===== config.mk =====
export PLATFORM = sky130hd
export DESIGN_NAME = regex_dot_star_matcher_flat
export DESIGN_NICKNAME = d
export VERILOG_FILES = /design/src/rtl/rdsm_pkg.sv /design/src/rtl/rdsm_item_if.sv /design/src/rtl/rdsm_result_if.sv /design/src/rtl/regex_dot_star_matcher.sv /design/src/rtl/rdsm_pattern_store.sv /design/src/rtl/rdsm_match_column.sv /design/src/flat_wrapper.sv
export SDC_FILE = /design/constraint.sdc
export NUM_CORES = 1
export LEC_CHECK = 0
export BUFFER_PORTS_ARGS = -buffer_cell sky130_fd_sc_hd__buf_4
export CORE_MARGIN = 2
export CORE_UTILIZATION = 64
export CTS_CLUSTER_SIZE = 30
export DETAILED_ROUTE_END_ITERATION = 16
export GPL_TIMING_DRIVEN = 0
export PLACE_DENSITY = 0.8
export SLEW_MARGIN = 10
export SYNTH_ARGS = -nofsm -noshare
export SYNTH_HDL_FRONTEND = slang
export SYNTH_SLANG_ARGS = --single-unit

===== constraint.sdc =====
create_clock -name clk -period 4.9 [get_ports clk]
set_clock_uncertainty 0.2 [all_clocks]
set_input_delay 0.245 -clock clk [delete_from_list [all_inputs] [get_ports clk]]
set_output_delay 0.245 -clock clk [all_outputs]
set_load 0.01 [all_outputs]

===== src/rtl/rdsm_pkg.sv =====
// Shared types, symbol codes and helpers for the dot-star pattern matcher.
// No dependencies; the top level, the pattern store and the match column import it.
`default_nettype none

package rdsm_pkg;

  // Item commands
  typedef enum logic [1:0] {
    CMD_CLEAR   = 2'd0,
    CMD_APPEND  = 2'd1,
    CMD_RESTART = 2'd2,
    CMD_TEXT    = 2'd3
  } cmd_t;

  // Result status codes
  typedef enum logic [1:0] {
    ST_OK        = 2'd0,
    ST_FULL      = 2'd1,
    ST_LEAD_STAR = 2'd2
  } status_t;

  // Pattern metacharacters
  localparam logic [7:0] SYM_ANY  = 8'h2E;
  localparam logic [7:0] SYM_STAR = 8'h2A;

  // Fixed field widths
  localparam int unsigned SYM_W = 8;
  localparam int unsigned LEN_W = 6;

  // Status flags from the pattern store after one update
  typedef struct packed {
    logic dropped;    // append hit a full store
    logic lead_star;  // pattern begins with a star after the update
  } pat_flags_t;

  // Element compare: '.' takes any byte
  function automatic logic elem_hits(input logic [7:0] elem, input logic [7:0] sym);
    return (elem == SYM_ANY) || (elem == sym);
  endfunction

endpackage

`default_nettype wire


===== src/rtl/rdsm_item_if.sv =====
// Input channel of the matcher: command and symbol with valid/ready handshake.
// Depends on nothing; the top level takes it through the sink modport.
`default_nettype none

interface rdsm_item_if;
  logic       valid;
  logic       ready;
  logic [1:0] command;
  logic [7:0] symbol;

  modport source (output valid, output command, output symbol, input ready);
  modport sink   (input valid, input command, input symbol, output ready);
endinterface

`default_nettype wire


===== src/rtl/rdsm_result_if.sv =====
// Result channel of the matcher: match flag, status and pattern length.
// Depends on nothing; the top level drives it through the source modport.
`default_nettype none

interface rdsm_result_if;
  logic       valid;
  logic       ready;
  logic       matched;
  logic [1:0] status;
  logic [5:0] pattern_length;

  modport source (output valid, output matched, output status, output pattern_length,
                  input ready);
  modport sink   (input valid, input matched, input status, input pattern_length,
                  output ready);
endinterface

`default_nettype wire


===== src/rtl/regex_dot_star_matcher.sv =====
// Top level of the dot-star pattern matcher: input register, pattern store,
// match column and result register. Depends on rdsm_pkg, rdsm_item_if,
// rdsm_result_if, rdsm_pattern_store and rdsm_match_column.
//
// Usage:
//   items   : command (clear, append pattern byte, restart text, text byte)
//             and symbol. Append bytes to build the pattern ('.' any byte,
//             'x*' zero or more x), then stream text bytes.
//   results : one transaction per item: matched (whole text so far matches
//             the whole pattern), status (ok, byte dropped on a full store,
//             pattern begins with a star) and pattern_length.
// Result valid rises once the item has passed the input register and the
// result register. One item is taken every cycle while the result side does
// not stall: the column update is one parallel-prefix pass over the pattern,
// done between the input register and the result register.
// Reset empties the pattern and leaves the column at the empty-text state.
// When the result side stalls, the input register still takes one more item;
// items then wait until the result register drains.
`default_nettype none

module regex_dot_star_matcher
  import rdsm_pkg::*;
#(
  parameter int unsigned MAX_PATTERN = 32
) (
  input  wire logic       clk,
  input  wire logic       rst,
  rdsm_item_if.sink       items,
  rdsm_result_if.source   results
);

  localparam int unsigned CW = $clog2(MAX_PATTERN + 1);

  logic                              s1_valid;
  cmd_t                              s1_cmd;
  logic [SYM_W-1:0]                  s1_sym;
  logic                              advance;
  logic                              fire;
  logic [MAX_PATTERN-1:0][SYM_W-1:0] pattern;
  logic [CW-1:0]                     count;
  logic [CW-1:0]                     count_next;
  logic [MAX_PATTERN:0]              empty_next;
  logic [MAX_PATTERN:0]              col_next;
  pat_flags_t                        flags;
  status_t                           status_next;
  logic                              matched_next;
  logic [CW+LEN_W-1:0]               count_ext;

  assign advance     = !results.valid || results.ready;
  assign fire        = s1_valid && advance;
  assign items.ready = !s1_valid || advance;

  // Capture the incoming transaction
  always_ff @(posedge clk) begin
    if (rst) begin
      s1_valid <= 1'b0;
    end else if (items.ready) begin
      s1_valid <= items.valid;
    end
  end

  always_ff @(posedge clk) begin
    if (rst) begin
      s1_cmd <= CMD_RESTART;
    end else if (items.ready && items.valid) begin
      s1_cmd <= cmd_t'(items.command);
      s1_sym <= items.symbol;
    end
  end

  rdsm_pattern_store #(
    .MAX_PATTERN (MAX_PATTERN)
  ) u_store (
    .clk        (clk),
    .rst        (rst),
    .fire       (fire),
    .cmd        (s1_cmd),
    .sym        (s1_sym),
    .pattern    (pattern),
    .count      (count),
    .count_next (count_next),
    .empty_next (empty_next),
    .flags      (flags)
  );

  rdsm_match_column #(
    .MAX_PATTERN (MAX_PATTERN)
  ) u_column (
    .clk        (clk),
    .rst        (rst),
    .fire       (fire),
    .cmd        (s1_cmd),
    .sym        (s1_sym),
    .pattern    (pattern),
    .count      (count),
    .empty_next (empty_next),
    .col_next   (col_next)
  );

  // Form the result from the updated state
  always_comb begin
    priority if (flags.dropped) begin
      status_next = ST_FULL;
    end else if (flags.lead_star) begin
      status_next = ST_LEAD_STAR;
    end else begin
      status_next = ST_OK;
    end
  end

  assign matched_next = !flags.lead_star && col_next[count_next];
  assign count_ext    = {{LEN_W{1'b0}}, count_next};

  // Result register
  always_ff @(posedge clk) begin
    if (rst) begin
      results.valid <= 1'b0;
    end else if (fire) begin
      results.valid <= 1'b1;
    end else if (results.ready) begin
      results.valid <= 1'b0;
    end
  end

  always_ff @(posedge clk) begin
    if (fire) begin
      results.matched        <= matched_next;
      results.status         <= status_next;
      results.pattern_length <= count_ext[LEN_W-1:0];
    end
  end

  // The count never passes the store depth
  a_count_bound: assert property (@(posedge clk) disable iff (rst)
    count <= CW'(MAX_PATTERN))
    else $error("pattern count beyond store depth");

  // Column bits above the pattern length stay clear
  a_column_clean: assert property (@(posedge clk) disable iff (rst)
    fire |-> ((col_next >> count_next) <= (MAX_PATTERN+1)'(1)))
    else $error("match column has bits beyond pattern length");

  // A pattern that begins with a star never reports a match
  a_lead_star_nomatch: assert property (@(posedge clk) disable iff (rst)
    (results.valid && results.matched) |-> (results.status != ST_LEAD_STAR))
    else $error("match reported for pattern with leading star");

  // A processed transaction always shows up at the result register
  a_fire_result: assert property (@(posedge clk) disable iff (rst)
    fire |=> results.valid)
    else $error("processed transaction produced no result");

endmodule

`default_nettype wire


===== src/rtl/rdsm_pattern_store.sv =====
// Pattern byte store with fill count, lead-star flag and the empty-text column,
// kept up to date on every append and reset by a clear. Depends on rdsm_pkg.
`default_nettype none

module rdsm_pattern_store
  import rdsm_pkg::*;
#(
  parameter int unsigned MAX_PATTERN = 32
) (
  input  wire logic                                      clk,
  input  wire logic                                      rst,
  input  wire logic                                      fire,
  input  wire cmd_t                                      cmd,
  input  wire logic [SYM_W-1:0]                          sym,
  output logic [MAX_PATTERN-1:0][SYM_W-1:0]              pattern,
  output logic [$clog2(MAX_PATTERN+1)-1:0]               count,
  output logic [$clog2(MAX_PATTERN+1)-1:0]               count_next,
  output logic [MAX_PATTERN:0]                           empty_next,
  output pat_flags_t                                     flags
);

  localparam int unsigned CW = $clog2(MAX_PATTERN + 1);
  localparam int unsigned AW = $clog2(MAX_PATTERN);

  logic                 lead_star;
  logic                 lead_star_next;
  logic [MAX_PATTERN:0] empty_col;
  logic [MAX_PATTERN:0] empty_add;
  logic                 full;
  logic                 append_ok;

  assign full      = (count == CW'(MAX_PATTERN));
  assign append_ok = (cmd == CMD_APPEND) && !full;

  // New empty-text bit at the appended position: a star repeats zero times
  always_comb begin
    empty_add = '0;
    for (int i = 2; i <= MAX_PATTERN; i++) begin
      if (count == CW'(i - 1)) begin
        empty_add[i] = (sym == SYM_STAR) && empty_col[i-2];
      end
    end
  end

  // Next count, lead flag and empty-text column
  always_comb begin
    count_next     = count;
    lead_star_next = lead_star;
    empty_next     = empty_col;
    unique case (cmd)
      CMD_CLEAR: begin
        count_next     = '0;
        lead_star_next = 1'b0;
        empty_next     = (MAX_PATTERN+1)'(1);
      end
      CMD_APPEND: begin
        if (append_ok) begin
          count_next = count + CW'(1);
          empty_next = empty_col | empty_add;
          if (count == '0) begin
            lead_star_next = (sym == SYM_STAR);
          end
        end
      end
      CMD_RESTART, CMD_TEXT: begin
        count_next = count;
      end
    endcase
  end

  assign flags.dropped   = (cmd == CMD_APPEND) && full;
  assign flags.lead_star = lead_star_next;

  // Advance control state on each processed transaction
  always_ff @(posedge clk) begin
    if (rst) begin
      count     <= '0;
      lead_star <= 1'b0;
      empty_col <= (MAX_PATTERN+1)'(1);
    end else if (fire) begin
      count     <= count_next;
      lead_star <= lead_star_next;
      empty_col <= empty_next;
    end
  end

  // Write the appended byte; entries are read only below the count
  always_ff @(posedge clk) begin
    if (fire && append_ok) begin
      pattern[count[AW-1:0]] <= sym;
    end
  end

endmodule

`default_nettype wire


===== src/rtl/rdsm_match_column.sv =====
// Match column register and its one-byte update: a parallel-prefix scan over
// the star recurrence, or a reload from the empty-text column. Depends on rdsm_pkg.
`default_nettype none

module rdsm_match_column
  import rdsm_pkg::*;
#(
  parameter int unsigned MAX_PATTERN = 32
) (
  input  wire logic                                  clk,
  input  wire logic                                  rst,
  input  wire logic                                  fire,
  input  wire cmd_t                                  cmd,
  input  wire logic [SYM_W-1:0]                      sym,
  input  wire logic [MAX_PATTERN-1:0][SYM_W-1:0]     pattern,
  input  wire logic [$clog2(MAX_PATTERN+1)-1:0]      count,
  input  wire logic [MAX_PATTERN:0]                  empty_next,
  output logic [MAX_PATTERN:0]                       col_next
);

  localparam int unsigned CW = $clog2(MAX_PATTERN + 1);

  logic [MAX_PATTERN:0] col;
  logic [MAX_PATTERN:0] gen;
  logic [MAX_PATTERN:0] prop;
  logic [MAX_PATTERN:0] gen_acc;
  logic [MAX_PATTERN:0] prop_acc;
  logic [MAX_PATTERN:0] gen_tmp;
  logic [MAX_PATTERN:0] prop_tmp;

  // Per-position generate/propagate: a star takes the bit two back, or extends
  // its own bit when the element hits; a plain byte shifts the column by one
  always_comb begin
    gen  = '0;
    prop = '0;
    gen[1] = (pattern[0] != SYM_STAR) && elem_hits(pattern[0], sym) && col[0];
    for (int i = 2; i <= MAX_PATTERN; i++) begin
      if (pattern[i-1] == SYM_STAR) begin
        gen[i]  = elem_hits(pattern[i-2], sym) && col[i];
        prop[i] = 1'b1;
      end else begin
        gen[i]  = elem_hits(pattern[i-1], sym) && col[i-1];
      end
    end
    // Drop positions beyond the stored pattern
    for (int i = 1; i <= MAX_PATTERN; i++) begin
      if (CW'(i) > count) begin
        gen[i]  = 1'b0;
        prop[i] = 1'b0;
      end
    end
  end

  // Resolve bit(i) = gen(i) | prop(i) & bit(i-2) in log steps of doubling span
  always_comb begin
    gen_acc  = gen;
    prop_acc = prop;
    gen_tmp  = gen;
    prop_tmp = prop;
    for (int d = 2; d <= MAX_PATTERN; d = d * 2) begin
      gen_tmp  = gen_acc;
      prop_tmp = prop_acc;
      for (int i = d; i <= MAX_PATTERN; i++) begin
        gen_acc[i]  = gen_tmp[i] | (prop_tmp[i] & gen_tmp[i-d]);
        prop_acc[i] = prop_tmp[i] & prop_tmp[i-d];
      end
    end
  end

  assign col_next = (cmd == CMD_TEXT) ? gen_acc : empty_next;

  // Hold the column between transactions
  always_ff @(posedge clk) begin
    if (rst) begin
      col <= (MAX_PATTERN+1)'(1);
    end else if (fire) begin
      col <= col_next;
    end
  end

endmodule

`default_nettype wire

===== src/flat_wrapper.sv =====
// flat-port wrapper written by rule: the top's interface ports become plain ports
module regex_dot_star_matcher_flat import rdsm_pkg::*;
#(
  parameter int unsigned MAX_PATTERN = 32
)
  (clk, rst, items_valid, items_command, items_symbol, items_ready, results_valid, results_matched, results_status, results_pattern_length, results_ready);
  rdsm_item_if items_i ();
  rdsm_result_if results_i ();
  input  wire logic clk;
  input  wire logic rst;
  input wire logic [$bits(items_i.valid)-1:0] items_valid;
  input wire logic [$bits(items_i.command)-1:0] items_command;
  input wire logic [$bits(items_i.symbol)-1:0] items_symbol;
  output wire logic [$bits(items_i.ready)-1:0] items_ready;
  output wire logic [$bits(results_i.valid)-1:0] results_valid;
  output wire logic [$bits(results_i.matched)-1:0] results_matched;
  output wire logic [$bits(results_i.status)-1:0] results_status;
  output wire logic [$bits(results_i.pattern_length)-1:0] results_pattern_length;
  input wire logic [$bits(results_i.ready)-1:0] results_ready;
  assign items_i.valid = items_valid;
  assign items_i.command = items_command;
  assign items_i.symbol = items_symbol;
  assign items_ready = items_i.ready;
  assign results_valid = results_i.valid;
  assign results_matched = results_i.matched;
  assign results_status = results_i.status;
  assign results_pattern_length = results_i.pattern_length;
  assign results_i.ready = results_ready;
  regex_dot_star_matcher #(.MAX_PATTERN(MAX_PATTERN)) u_core (.clk(clk), .rst(rst), .items(items_i), .results(results_i));
endmodule

==> summary by stage <==
Global routing
The global-route usage over all layers is 0.4223. The met2 routing resource usage after global routing is 0.6345. The fraction of met1 tracks used by global routing is 0.5760. The initial antenna violation count came to 1. The number of global-route vias before repair is 15,720. Summed over all layers, the global routing overflow is 0. After global routing, the most crowded layer is met2. Entering global routing, the biggest net connects 21 pins. The first global-routing pass estimated 96.47 mm of wire. In the global route stage, met3 resource usage came out at 0.1006.

Worst setup path
The cell that appears most often on the critical path is or2_1. The required time of the critical path is 4.94 ns. The signal on the critical path passes through inv_1 > ha_1 > or2_1 > clkbuf_1 > nor2_1 > nor4_2 > o311ai_2 > a31oi_1 > or2_1 > a21oi_1 > o211ai_1 > a221oi_1 > a31oi_2.

The element type at the critical path start is a register. The type of the worst setup path is reg2reg. The largest fanout on the critical path is 10. The critical path data arrival time is 4.90 ns.

For this run, the slowest stage of the critical path takes 0.63 ns. On the critical path, the stage with the largest delay is an instance of o311ai_2. STA classifies the critical path endpoint as a register.

Routing
In this run, the number of DRC markers left after iteration 0 of detailed routing was 2,426. The number of detailed-route iterations in the first pass is 5. Summed over all layers, the routed wires come to 65.74 mm. The via density per instance is 7.037. Once detail routing completed, the nets flagged for antenna violations numbered 0. In the routed design, unresolved DRC markers number 0. The vias after detailed routing is 16,210.

The average routed wire per standard cell is 28.55 um.

Layout
The synthesis-to-finish area growth is 12.50%. The share of cells above drive strength 1 is 0.09671. The final net count is 1,903. The top cell types in the final layout, fill and taps aside, are edfxtp_1, nor2_1, xnor2_1. 0 antenna diodes ended up in the layout. Leaving out fill and tap cells, the most frequent cell in the layout is edfxtp_1. The count of non-filler cells in the finished layout is 2,303.

Yosys
The share of synthesized area occupied by flip-flops and latches is 0.5128. Averaged over all synthesized cells, the footprint is 10.62 sq um. The net count after synthesis is 1,807. After synthesis the netlist holds a flip-flop and latch count of 350. Yosys mapped a number of flops with a built-in enable equal to 273. Of the total synthesized cell area, the portion taken by XOR and XNOR cells is 0.1181. The largest family of logic cells by synthesized area is simple AND/OR/NAND/NOR gates. Of all flip-flops after synthesis, the portion carrying an async set or reset was 0. The share of the synthesized area in compound gates (AO/OA/AOI/OAI) came to 0.1400.

Measured against the total synthesized area, the mux share comes to 0.002240. For this run, the leading register cell type out of synthesis is edfxtp_1. Of the total synthesized cell area, the portion taken by AND, OR, NAND and NOR gates is 0.1856. The instance count of the mapped netlist is 1,788. The Yosys step of the flow raised 0 warnings.

The number of different library cells used by synthesis comes to 101. The netlist area before placement is 18,990 sq um. The fraction of the mapped netlist area in adder cells is 0.004875.

Place
The worst setup slack after placement is -0.3746 ns. Once placement completed, the tool counted placed cells totaling 2,213. The HPWL after detailed placement is 45.04 mm. At the end of routability-driven placement, the weighted congestion stood at 1.016. The number of buffer cells added on primary ports is 24.

Timing
Setup violations remaining at the end of the flow were counted as 0. The headroom to the max-slew limit is 0.07388. The final hold violation count came to 0. Setup repair after global routing left no endpoint under its margin. The maximum clock rate is 205.6 MHz. The share of the cycle needed by the critical path after routing is 0.9927.

Setup slack closes at 0.03555 ns. The number of max-slew violations in the final report came to 0. The transition time of the tightest slew-check pin is 1.389 ns. The post-route minimum period is 4.864 ns.

Clock tree
The later pin in the worst-skew pair is clocked with a latency of 0.56 ns. The total clock sinks is 350. The number of H-tree levels is 2.

The TritonCTS clock tree is built. No sink is reached through more buffers than the 3 on the longest clock path. After clock tree synthesis, the clock-pin slew on the worst setup and hold paths is 0.06 ns. The number of CTS-inserted buffers is 37.

The tree is rooted in a clkbuf_16.

Power
The largest voltage drop on the vdd net is 455.5 uV. In this run the power density over the cells is 312.7 nW/um^2. For this design the static power due to leakage is 7.039 nW.

Die
The area of the placeable core is 29,400 sq um. The floorplan step defined a die boundary enclosing 31,070 sq um. For this configuration, the core starts out at a cell density of 0.6459.

In this run the count of I/O pins placed on the die edge is 25. The die span in y is 176.3 um. The standard-cell row count is 63. The width of the chip is 176.3 um.

Hold path
The min-delay analysis places its worst path in the category in2reg.

Job
The number of max-cap violations is 0.

Status
The flow ran to the end, and the final reports show no timing, DRC or antenna violations.
power breakdown:
part	internal (mW)	total, mW	switching (mW)
clock	1.62	2.84	1.22
sequential	3.21	3.24	0.0286
combinational	0.186	0.600	0.414
flip-flops by register name, summed over array words and instances (netlist names):
name	count
u_core.u_column.col	33
u_core.results.status	2
u_core.u_store.pattern	256
u_core.results.matched	1
u_core.results.pattern_length	6
u_core.results.valid	1
u_core.s1_valid	1
u_core.s1_sym	8
u_core.u_store.lead_star	1
u_core.u_store.count	6
u_core.u_store.empty_col	33
u_core.s1_cmd	2
cells in the mapped netlist (19+ instances only):
cell	number	area, sq um
edfxtp_1	273	8198
nor2_1	175	656.9
and3_1	29	181.4
a21oi_1	79	395.4
nor3_1	48	240.2
nand2_1	121	454.2
xnor2_1	152	1331
dfxtp_1	77	1541
inv_1	33	123.9
nand2b_1	21	131.4
buf_6	22	247.7
o21ai_0	48	240.2
a211oi_1	25	187.7
clkbuf_1	51	191.4
xor2_1	104	910.9
nor4_1	30	187.7
nor2b_1	19	118.9
a31oi_1	43	269.0
nand4_1	52	325.3
nand3_1	35	175.2
final cells by class:
| type | count | area [sq um] |
|---|---|---|
| clock buffer | 54 | 1051 |
| multi-input combinational | 1308 | 8628 |
| tap | 390 | 488.0 |
| fill | 2011 | 8038 |
| sequential | 350 | 9739 |
| inverter | 34 | 127.6 |
| buffer | 95 | 560.5 |
| timing repair buffer | 58 | 605.6 |
| clock inverter | 14 | 163.9 |
routing by layer:
| metal | wire length, um | part of all wire |
|---|---|---|
| met3 | 8524 | 0.13 |
| met4 | 3627 | 0.055 |
| met2 | 28550 | 0.43 |
| met5 | 13 | 0.00020 |
| met1 | 25030 | 0.38 |
stage by stage:
step           utilization  hold WS [ns]  area [sq um]  power (mW)  TNS [ns]
5_1_grt             0.7266        0.2122         21360       6.797         0
3_3_place_gp        0.6686        0.2229         19660       3.833   -0.8831
4_1_cts             0.7241        0.2089         21290       6.616         0
6_report            0.7266        0.2117         21360       6.681         0
3_5_place_dp        0.6759        0.2244         19870       3.853   -0.3746
2_1_floorplan            -        0.1439         18990       3.628         0
repair_timing:
action	4_1_cts	5_1_grt
pin swaps	0	1
setup endpoints to repair	1	2
endpoints found under the hold margin	12	0
gates resized for setup	1	13
hold buffers	15	0
gates cloned	0	0
buffers inserted	6	2
cell families after synthesis:
| family | Yosys count |
|---|---|
| and+or+nand+nor | 660 |
| adders and majority gates | 8 |
| AOI/OAI and AO/OA | 380 |
| xor gates and xnor gates | 256 |
| muxes | 4 |
| DFF | 350 |
| buffers and inverters | 130 |
final timing paths:
check,from,to,slack [ns],depth (start not counted)
setup / recovery,u_core.u_store.count[0],u_core.results.matched,0.04,13
hold / removal,items_symbol[2],u_core.s1_sym[2],0.21,2
setup reg to reg,u_core.u_store.count[0],u_core.results.matched,0.04,13
hold reg to reg,u_core.u_column.col[29],u_core.u_column.col[29],0.28,2
worst max-delay path: cells and delay by family (launching register included):
family          cells  cell delay (ns)
compound gates      6             1.97
fa+ha+maj           1             0.42
buf+inv             2             0.48
flops               1             0.51
simple gates        4             0.99
No activity file was read; power rests on OpenSTA's default activity.
